**src/pts_pkg.sv**
```systemverilog
package pts_pkg;

  localparam int unsigned PID_W    = 13;
  localparam int unsigned KIND_W   = 8;
  localparam int unsigned STATUS_W = 2;
  localparam int unsigned OUT_W    = 5;

  typedef enum logic {
    FUNC_ADD    = 1'b0,
    FUNC_REMOVE = 1'b1
  } func_e;

  typedef enum logic [STATUS_W-1:0] {
    ST_OK    = 2'd0,
    ST_EMPTY = 2'd1,
    ST_FULL  = 2'd2
  } status_e;

  typedef enum logic [1:0] {
    S_IDLE,
    S_SCAN,
    S_DONE
  } state_e;

  typedef struct packed {
    logic [PID_W-1:0]  pid;
    logic [KIND_W-1:0] kind;
  } entry_t;

  // same: exact pair match (add); hit: match under wildcards (remove)
  typedef struct packed {
    logic same;
    logic hit;
  } match_t;

endpackage

```
**src/pts_match.sv**
```systemverilog
module pts_match (
  input  pts_pkg::entry_t             entry_i,
  input  logic [pts_pkg::PID_W-1:0]   pid_i,
  input  logic                        pid_any_i,
  input  logic [pts_pkg::KIND_W-1:0]  kind_i,
  input  logic                        kind_any_i,
  output pts_pkg::match_t             match_o
);
  import pts_pkg::*;

  logic pid_eq;
  logic kind_eq;

  assign pid_eq        = (entry_i.pid == pid_i);
  assign kind_eq       = (entry_i.kind == kind_i);
  assign match_o.same  = pid_eq && kind_eq;
  assign match_o.hit   = (pid_any_i || pid_eq) && (kind_any_i || kind_eq);

endmodule

```
**src/pid_type_set_table.sv**
```systemverilog
// Channel | Direction | Handshake            | Payload
// in      | input     | in_valid_i/in_ready_o | func_i pid_i pid_any_i kind_i kind_any_i
// out     | output    | out_valid_o/out_ready_i | status_o entries_now_o removed_o
//
// One operation at a time. Add and remove walk the stored entries through the
// single-read-port table, one entry per cycle. Remove on an empty table and
// full-wildcard remove skip the table walk. Reset clears the entry count,
// state and output valid only; table contents need no clearing.
// A finished result waits in the output register; the next beat is taken
// meanwhile and stalls only at completion if the old result is still held.
module pid_type_set_table #(
  parameter int unsigned MAX_ENTRIES = 16
) (
  input  logic                           clk_i,
  input  logic                           rst_ni,
  input  logic                           in_valid_i,
  output logic                           in_ready_o,
  input  logic                           func_i,
  input  logic [pts_pkg::PID_W-1:0]      pid_i,
  input  logic                           pid_any_i,
  input  logic [pts_pkg::KIND_W-1:0]     kind_i,
  input  logic                           kind_any_i,
  output logic                           out_valid_o,
  input  logic                           out_ready_i,
  output logic [pts_pkg::STATUS_W-1:0]   status_o,
  output logic [pts_pkg::OUT_W-1:0]      entries_now_o,
  output logic [pts_pkg::OUT_W-1:0]      removed_o
);
  import pts_pkg::*;

  localparam int unsigned CW = $clog2(MAX_ENTRIES + 1);
  localparam int unsigned IW = $clog2(MAX_ENTRIES);

  state_e state_q, state_d;

  // held item
  func_e             func_q;
  logic [PID_W-1:0]  pid_q;
  logic              pid_any_q;
  logic [KIND_W-1:0] kind_q;
  logic              kind_any_q;
  logic              item_ld;

  logic [CW-1:0] cnt_q, cnt_d;
  logic [CW-1:0] rd_idx_q, rd_idx_d;
  logic [CW-1:0] keep_q, keep_d;
  logic [CW-1:0] rm_q, rm_d;
  logic          found_q, found_d;
  logic          chk_q, chk_d;
  status_e       status_q, status_d;

  // table
  entry_t        store_q [MAX_ENTRIES];
  entry_t        rdata_q;
  logic          mem_re;
  logic          mem_we;
  logic [IW-1:0] mem_waddr;
  entry_t        mem_wdata;

  match_t        match;
  entry_t        item_word;
  logic          more;
  logic          quick;
  logic          out_free;
  logic          out_ld;
  logic          out_valid_q;
  logic [CW+OUT_W-1:0] cnt_ext;
  logic [CW+OUT_W-1:0] rm_ext;

  assign item_word.pid  = pid_q;
  assign item_word.kind = kind_q;
  assign more     = (rd_idx_q < cnt_q);
  assign quick    = (func_i == FUNC_REMOVE) &&
                    ((cnt_q == '0) || (pid_any_i && kind_any_i));
  assign out_free = !out_valid_q || out_ready_i;

  pts_match u_match (
    .entry_i    (rdata_q),
    .pid_i      (pid_q),
    .pid_any_i  (pid_any_q),
    .kind_i     (kind_q),
    .kind_any_i (kind_any_q),
    .match_o    (match)
  );

  // next state
  always_comb begin
    state_d = state_q;
    unique case (state_q)
      S_IDLE: begin
        if (in_valid_i) begin
          state_d = quick ? S_DONE : S_SCAN;
        end
      end
      S_SCAN: begin
        if (!more && !chk_q) begin
          state_d = S_DONE;
        end
      end
      S_DONE: begin
        if (out_free) begin
          state_d = S_IDLE;
        end
      end
      default: state_d = S_IDLE;
    endcase
  end

  // datapath and table control
  always_comb begin
    cnt_d     = cnt_q;
    rd_idx_d  = rd_idx_q;
    keep_d    = keep_q;
    rm_d      = rm_q;
    found_d   = found_q;
    chk_d     = 1'b0;
    status_d  = status_q;
    mem_re    = 1'b0;
    mem_we    = 1'b0;
    mem_waddr = keep_q[IW-1:0];
    mem_wdata = rdata_q;
    item_ld   = 1'b0;
    out_ld    = 1'b0;
    unique case (state_q)
      S_IDLE: begin
        if (in_valid_i) begin
          item_ld  = 1'b1;
          rd_idx_d = '0;
          keep_d   = '0;
          rm_d     = '0;
          found_d  = 1'b0;
          status_d = ST_OK;
          if (func_i == FUNC_REMOVE) begin
            if (cnt_q == '0) begin
              status_d = ST_EMPTY;
            end else if (pid_any_i && kind_any_i) begin
              rm_d  = cnt_q;
              cnt_d = '0;
            end
          end
        end
      end
      S_SCAN: begin
        if (more) begin
          mem_re   = 1'b1;
          rd_idx_d = rd_idx_q + CW'(1);
          chk_d    = 1'b1;
        end
        if (chk_q) begin
          if (func_q == FUNC_ADD) begin
            if (match.same) begin
              found_d = 1'b1;
            end
          end else if (match.hit) begin
            rm_d = rm_q + CW'(1);
          end else begin
            // keep index never passes the read index, so no hazard
            mem_we = 1'b1;
            keep_d = keep_q + CW'(1);
          end
        end
        if (!more && !chk_q) begin
          if (func_q == FUNC_ADD) begin
            if (!found_q) begin
              if (cnt_q == CW'(MAX_ENTRIES)) begin
                status_d = ST_FULL;
              end else begin
                mem_we    = 1'b1;
                mem_waddr = cnt_q[IW-1:0];
                mem_wdata = item_word;
                cnt_d     = cnt_q + CW'(1);
              end
            end
          end else begin
            cnt_d = keep_q;
          end
        end
      end
      S_DONE: begin
        out_ld = out_free;
      end
      default: ;
    endcase
  end

  always_ff @(posedge clk_i or negedge rst_ni) begin
    if (!rst_ni) begin
      state_q     <= S_IDLE;
      cnt_q       <= '0;
      chk_q       <= 1'b0;
      out_valid_q <= 1'b0;
    end else begin
      state_q <= state_d;
      cnt_q   <= cnt_d;
      chk_q   <= chk_d;
      if (out_ld) begin
        out_valid_q <= 1'b1;
      end else if (out_ready_i) begin
        out_valid_q <= 1'b0;
      end
    end
  end

  always_ff @(posedge clk_i) begin
    rd_idx_q <= rd_idx_d;
    keep_q   <= keep_d;
    rm_q     <= rm_d;
    found_q  <= found_d;
    status_q <= status_d;
    if (item_ld) begin
      func_q     <= func_e'(func_i);
      pid_q      <= pid_i;
      pid_any_q  <= pid_any_i;
      kind_q     <= kind_i;
      kind_any_q <= kind_any_i;
    end
  end

  always_ff @(posedge clk_i) begin
    if (mem_we) begin
      store_q[mem_waddr] <= mem_wdata;
    end
    if (mem_re) begin
      rdata_q <= store_q[rd_idx_q[IW-1:0]];
    end
  end

  // counts leave masked to the field width
  assign cnt_ext = {{OUT_W{1'b0}}, cnt_q};
  assign rm_ext  = {{OUT_W{1'b0}}, rm_q};

  always_ff @(posedge clk_i) begin
    if (out_ld) begin
      status_o      <= status_q;
      entries_now_o <= cnt_ext[OUT_W-1:0];
      removed_o     <= rm_ext[OUT_W-1:0];
    end
  end

  assign in_ready_o  = (state_q == S_IDLE);
  assign out_valid_o = out_valid_q;

endmodule

```
**config.mk**
```make
export PLATFORM = sky130hd
export DESIGN_NAME = pid_type_set_table
export DESIGN_NICKNAME = d
export VERILOG_FILES = /design/src/pts_pkg.sv /design/src/pts_match.sv /design/src/pid_type_set_table.sv
export SDC_FILE = /design/constraint.sdc
export NUM_CORES = 1
export LEC_CHECK = 0
export ABC_AREA = 1
export BUFFER_PORTS_ARGS = -buffer_cell sky130_fd_sc_hd__buf_2
export CAP_MARGIN = 20
export CORE_MARGIN = 2
export CORE_UTILIZATION = 40
export DETAILED_ROUTE_END_ITERATION = 8
export PLACE_DENSITY = 0.56
export SLEW_MARGIN = 30
export SYNTH_ARGS = -nofsm -noshare
export SYNTH_HDL_FRONTEND = slang
export SYNTH_SLANG_ARGS = --single-unit
```
**constraint.sdc**
```tcl
create_clock -name clk_i -period 3.9 [get_ports clk_i]
set_clock_uncertainty 0.15 [all_clocks]
set_input_delay 0.585 -clock clk_i [delete_from_list [all_inputs] [get_ports clk_i]]
set_output_delay 0.585 -clock clk_i [all_outputs]
set_load 0.01 [all_outputs]
```
==> results of run 1 <==
==> cells in the mapped netlist (9+ instances only) <==
cell type,instances
o211ai_1,10
o32ai_1,52
o21ai_0,113
o221ai_1,32
nor2_1,241
dfrtp_1,9
inv_1,56
buf_2,19
xnor2_1,10
clkbuf_1,43
edfxtp_1,411
mux2i_1,32
nand2_1,171
ha_1,9
nand3_1,44
==> layer usage <==
layer | part of all wire [%] | vias to the layer above | track usage, %
li1 | - | 4900 | -
met1 | 44 | 5200 | 25.5
met2 | 46 | 380 | 29.3
met3 | 6.6 | 66 | 3.26
met4 | 2.8 | 0 | 6.90
met5 | 0 | - | 0
==> worst min path at each step <==
stage                     start     endpoint  cells past startpoint
finish                 pid_i[3]     pid_q[3]                      1
global route           pid_i[4]     pid_q[4]                      1
CTS                    pid_i[3]     pid_q[3]                      1
detailed placement  status_q[1]  status_o[1]                      0
global placement    status_q[0]  status_o[0]                      0
floorplan                rst_ni        chk_q                      0
==> sequential cells by signal, summed over array words and instances (netlist names), 8 cells and up <==
| signal | flops |
|---|---|
| kind_q | 8 |
| pid_q | 13 |
| store_q | 336 |
| rdata_q | 21 |
==> power groups by stage <==
stage / Sequential, mW / Clock, mW / Combinational (mW)
final: 4.88 / 3.85 / 0.0193
after global routing: 4.88 / 4.09 / 0.0213
after floorplan: 4.98 / 0 / 0.00103
after CTS: 4.88 / 3.93 / 0.0196
after detailed placement: 4.98 / 0 / 0.0183
after global placement: 4.98 / 0 / 0.0183
==> area by class of cell <==
cell class	instances	area, µm²	area share, %
Inverter	62	235	1.21
Multi-Input combinational cell	754	4010	20.7
Clock inverter	14	126	0.652
Timing Repair Buffer	91	608	3.14
Sequential cell	420	12600	64.8
Clock buffer	63	1170	6.04
Tap cell	539	674	3.48
==> logic make-up (layout without fill, tap and decap cells) <==
logic type      after synthesis  after routing  share of synthesized area [%]
flops                       420            420                           73.7
simple gates                470            470                           11.1
mux                          32             32                           1.88
compound gates              226            226                           8.75
buf+inv                     132            230                           3.09
fa+ha+maj                     9              9                          0.660
xor+xnor                     17             17                          0.873
==> through the flow <==
step,instance area [µm²],setup slack [ns],power [mW],instances,hold slack [ns]
floorplan,17100,0.787,4.98,1306,0.139
global placement,18100,0.588,4.99,1865,0.258
detailed placement,18100,0.499,4.99,1865,0.258
CTS,19400,0.492,8.83,1943,0.00963
global route,19400,0.225,8.99,1943,0.0217
finish,19400,0.506,8.75,1943,0.0380
==> repair_timing <==
item	CTS	global route
hold endpoints to repair	9	0
hold buffers	1	0
endpoints found under the setup margin	0	0
==> flow_metrics.env, run 1 <==
export IMPL_crit_path_frequent_cell="nand2_1"
export IMPL_drive_gt1_share_pct=12.6
export IMPL_path_delay_family="simple AND/OR/NAND/NOR gates"
export IMPL_r2r_setup_slack_ns=0.51
export IMPL_ant_nets=0
export IMPL_critPathMaxFanout=26
export IMPL_cp_depth=13
export IMPL_yosysTopAreaCellShare_pct=72.4
export IMPL_h_tree_depth=2
export IMPL_cp_required_ns=4.00
export IMPL_grt_pass1_vias=10400
export IMPL_tightest_slew_ns=0.969
export IMPL_slowest_delay_ns=0.47
export IMPL_yosysWarningCount=0
export IMPL_core_rowCount=75
export IMPL_synthTopCellsByArea="edfxtp_1 72%, nor2_1 5.3%, nand2_1 3.8%, o21ai_0 3.3%, o32ai_1 2.7%"
export IMPL_hold_class="input pin to flop"
export IMPL_startpoint="cnt_q[2]"
export IMPL_path_cells="inv_2, ha_1, nand2_1, nand2_1, nand2_1, nand3_1, nand3_4, buf_4, o21ai_1, nor2_1, nand2_1, nor2_2, buf_4"
export IMPL_power_leakage_nw=6.77
export IMPL_seq_area_frac_synth_pct=73.7
export IMPL_synthCells=1306
export IMPL_port_buffers=41
export IMPL_hold_violations=0
export IMPL_period_share_pct=87.0
export IMPL_cts_buffer_depth=3
export IMPL_utilization_pct=46.1
export IMPL_slowest_stage="dfrtp_1"
export IMPL_cp_buffers_inverters=3
export IMPL_fill_cells=3771
export IMPL_period_minus_slack_ns=3.39
export IMPL_dr_total_vias=10500
export IMPL_synth_seq_cells=420
export IMPL_swShare_pct=19.4
export IMPL_clk_pin_slew_ns=0.06
export IMPL_status="complete, no violations"
export IMPL_reg2reg_depth=13
export IMPL_final_common_cell="edfxtp_1"
export IMPL_drc=0
export IMPL_start_util_pct=40.6
export IMPL_area_growth_pct=13.7
export IMPL_root_buffer="clkbuf_16"
export IMPL_dpl_hpwl_um=24800
export IMPL_maxSlewViolCount=0
export IMPL_reg2reg_to="store_q[11][18]"
export IMPL_cp_start_kind="flop"
export IMPL_nNetsFinal=1410
export IMPL_cts_sinks=420
export IMPL_cts_made_buffers=44
export IMPL_synth_edf_count=411
export IMPL_combPwrFrac_pct=0.2
export IMPL_critPathCapture="store_q[11][18]"
export IMPL_ir_drop_uv=292
export IMPL_wirelength_um=40600
export IMPL_layout_common_cells="411 x edfxtp_1, 221 x nor2_1, 171 x nand2_1"
export IMPL_drtIter0Drc=1151
export IMPL_p_sw_mw=1.70
export IMPL_die_area_um2=44300
export IMPL_postSynthAreaPerCell_um2=13.1
export IMPL_maxCapViolations=0
export IMPL_clk_latency_ns=0.58
export IMPL_slew_limit_headroom_pct=35.4
export IMPL_ios=42
export IMPL_die_y_um=210
export IMPL_syn_cell_area_um2=17100
export IMPL_end_kind="flop"
export IMPL_criticalPathCategory="flop to flop"
export IMPL_place_gp_congestion=0.830
export IMPL_cp_arrival_ns=3.50
export IMPL_timing_rr_start="cnt_q[2]"
export IMPL_timing_fmax_mhz=295
export IMPL_cts_tree="done"
export IMPL_grt_ovfl_total=0
export IMPL_rsz0062_at_grt="false"
export IMPL_powerDensity_nw_per_um2=451
export IMPL_fin_tns_setup_ns=0
export IMPL_viasPerCell=5.43
export IMPL_firstDrtPassIters=5
export IMPL_dieWidth_um=210
export IMPL_intPower_mw=7.05
export IMPL_grt_pass1_wl_um=61400
export IMPL_core_um2=42000
export IMPL_p_clk_share_pct=44.0
export IMPL_wl_per_cell_um=20.9
export IMPL_ys_types=35
export IMPL_grt_usage_pct=18.4
export IMPL_p_seq_share_pct=55.8
export IMPL_yosys_most_used_dff="edfxtp_1"
export IMPL_antenna_found_initial=0
export IMPL_syn_nets=1343
export IMPL_diodes=0
export IMPL_cts_setup_buffers=0
export IMPL_synth_async_reset_ratio_pct=2.14
export IMPL_grt_max_degree=172
export IMPL_synth_top_area_cell="edfxtp_1"
export IMPL_setup_violations=0
export IMPL_cts_resized=0
Note: power is estimated with default switching activity, not from simulation.
==> inputs of run 2 (changes only) <==
--- a/config.mk
+++ b/config.mk
@@ -5,7 +5,6 @@
 export SDC_FILE = /design/constraint.sdc
 export NUM_CORES = 1
 export LEC_CHECK = 0
-export ABC_AREA = 1
 export BUFFER_PORTS_ARGS = -buffer_cell sky130_fd_sc_hd__buf_2
 export CAP_MARGIN = 20
 export CORE_MARGIN = 2
==> run 2 against run 1 <==
Worst setup slack got worse by 0.20 ns. Non-clock buffer count unchanged. Hold slack improved by 0.0094 ns. Total power increased by 56%. Synthesized area shrank 2.2%.
==> flow_metrics.env, run 2 <==
export IMPL_hold_class="input pin to flop"
export IMPL_regMostFlops="store_q"
export IMPL_yosys_most_used_dff="edfxtp_1"
export IMPL_drive_gt1_share_pct=32.5
export IMPL_dpl_hpwl_um=21500
export IMPL_startpoint="cnt_q[1]"
export IMPL_diodes=0
export IMPL_nNetsFinal=924
export IMPL_start_util_pct=40.7
export IMPL_cts_sinks=420
export IMPL_yosysWarningCount=0
export IMPL_grt_pass1_vias=8386
export IMPL_maxSlewViolCount=0
export IMPL_power_leakage_nw=6.08
export IMPL_viasPerCell=5.52
export IMPL_synth_async_reset_ratio_pct=2.14
export IMPL_layout_common_cells="411 x edfxtp_1, 105 x mux4_2, 46 x clkbuf_16"
export IMPL_firstDrtPassIters=5
export IMPL_timing_fmax_mhz=278
export IMPL_die_area_um2=43300
export IMPL_fin_tns_setup_ns=0
export IMPL_yosysMostFrequentCell="edfxtp_1"
export IMPL_die_y_um=208
export IMPL_ir_drop_uv=458
export IMPL_wl_per_cell_um=25.7
export IMPL_dr_total_vias=8009
export IMPL_drtIter0Drc=649
export IMPL_synthCells=786
export IMPL_ant_nets=0
export IMPL_synthTopCellsByArea="edfxtp_1 74%, mux4_2 14%, mux2_2 1.5%, dfrtp_1 1.4%, xnor2_1 1.0%"
export IMPL_synth_edf_count=411
export IMPL_grt_usage_pct=17.7
export IMPL_critPathMaxFanout=15
export IMPL_final_common_cell="edfxtp_1"
export IMPL_syn_cell_area_um2=16700
export IMPL_maxCapViolations=0
export IMPL_instances_no_fill=1450
export IMPL_ys_types=49
export IMPL_slew_limit_headroom_pct=39.4
export IMPL_cts_setup_buffers=0
export IMPL_cp_arrival_ns=3.66
export IMPL_root_buffer="clkbuf_16"
export IMPL_drc=0
export IMPL_period_minus_slack_ns=3.59
export IMPL_reg_top3="store_q: 336 flops, rdata_q: 21 flops, pid_q: 13 flops"
export IMPL_criticalPathCategory="flop to flop"
export IMPL_hold_violations=0
export IMPL_grt_pass1_wl_um=55600
export IMPL_tightest_slew_ns=0.909
export IMPL_clk_latency_ns=0.56
export IMPL_wirelength_um=37200
export IMPL_clk_pin_slew_ns=0.06
export IMPL_postSynthAreaPerCell_um2=21.2
export IMPL_synth_commonest_cells="411 x edfxtp_1, 105 x mux4_2, 31 x nor2_1"
export IMPL_h_tree_depth=2
export IMPL_grt_ovfl_total=0
export IMPL_dp_cells=1370
export IMPL_core_rowCount=74
export IMPL_p_total_mw=13.7
export IMPL_r2r_setup_slack_ns=0.31
export IMPL_synth_seq_cells=420
export IMPL_yosysTopAreaCellShare_pct=74.0
export IMPL_period_share_pct=92.2
export IMPL_setup_violations=0
export IMPL_ios=42
export IMPL_powerDensity_nw_per_um2=707
export IMPL_port_buffers=41
export IMPL_seq_area_frac_synth_pct=75.4
export IMPL_core_um2=41000
export IMPL_cts_buffer_depth=3
export IMPL_hp_start="kind_i[3]"
export IMPL_rsz0062_at_grt="false"
export IMPL_place_gp_congestion=0.803
export IMPL_cts_made_buffers=45
export IMPL_end_kind="flop"
export IMPL_status="complete, no violations"
export IMPL_timing_rr_start="cnt_q[1]"
export IMPL_largest_reg_flops=336
export IMPL_cts_tree="done"
export IMPL_cp_required_ns=3.97
export IMPL_antenna_found_initial=0
export IMPL_synth_top_area_cell="edfxtp_1"
export IMPL_area_growth_pct=15.8
export IMPL_syn_nets=823
export IMPL_grt_max_degree=88
export IMPL_cp_start_kind="flop"
export IMPL_dieWidth_um=208
run 2: cell types whose count changed in the layout (fill, tap and decap cells not counted), sizes merged, moves of 52 or more:
cell   delta
nor2    -215
nand2   -161
o21ai   -107
mux4    +105
inv      -54
o32ai    -52
run 2: report_power, final:
group          switching [mW]  internal, mW
Clock                    1.66          2.31
Combinational            2.02          1.60
Sequential              0.220          5.86
Total                    3.89          9.77
run 2: worst paths after layout:
kind | depth (start not counted) | endpoint
worst max-delay path | 9 | store_q[1][16]
worst min-delay path | 1 | kind_q[3]
worst max register to register | 9 | store_q[1][16]
worst min register to register | 0 | status_o[1]
max in group asynchronous | 2 | cnt_q[0]
min in group asynchronous | 2 | chk_q
run 2: cells by family after synthesis:
group                      after synthesis  synth area share (%)
xor gates and xnor gates                30                  1.58
DFF                                    420                  75.4
muxes                                  131                  15.9
and+or+nand+nor                        101                  3.26
buffers and inverters                   44                  1.19
adders and majority gates                9                 0.675
AOI/OAI and AO/OA                       51                  2.03
run 2: cell type report:
cell class                      instances  area, µm²
Fill cell                            3367      21700
Sequential cell                       420      12600
Multi-Input combinational cell        322       4040
Clock buffer                           63       1220
Timing Repair Buffer                   91        666
Tap cell                              532        666
Clock inverter                         15        128
Inverter                                7       26.3
run 2: per-stage QoR:
stage / hold slack, ns / setup WS [ns] / area (µm²) / util [%]
floorplan: 0.139 / 0.00808 / 16700 / -
global placement: 0.254 / 0.342 / 17900 / 43.7
detailed placement: 0.274 / 0.211 / 17900 / 43.7
CTS: 0.0114 / 0.195 / 19300 / 47.0
global route: 0.0103 / 0.100 / 19300 / 47.1
finish: 0.0474 / 0.305 / 19300 / 47.1
run 2: timing repair:
item	CTS	global route
resized for setup	0	1
setup endpoints to repair	0	5
endpoints found under the hold margin	9	0
hold buffers	1	0
run 2: routing by layer:
layer  GRT usage (%)  vias up  part of all wire [%]
met3            3.58       59                   5.0
met2            28.1      213                    48
li1                -     3459                     -
met1            24.8     4278                    45
met4            5.16        0                   2.2
met5               0        -                     0
run 2: worst max-delay path, cell delays in order, from the launching register on:
cell     delay [ns]
dfrtp_1        0.47
inv_1          0.14
ha_1           0.30
nand2_1        0.06
o21ai_2        0.19
a41oi_4        0.19
nor4_4         0.47
mux2i_1        0.32
nor2_2         0.52
buf_4          0.44
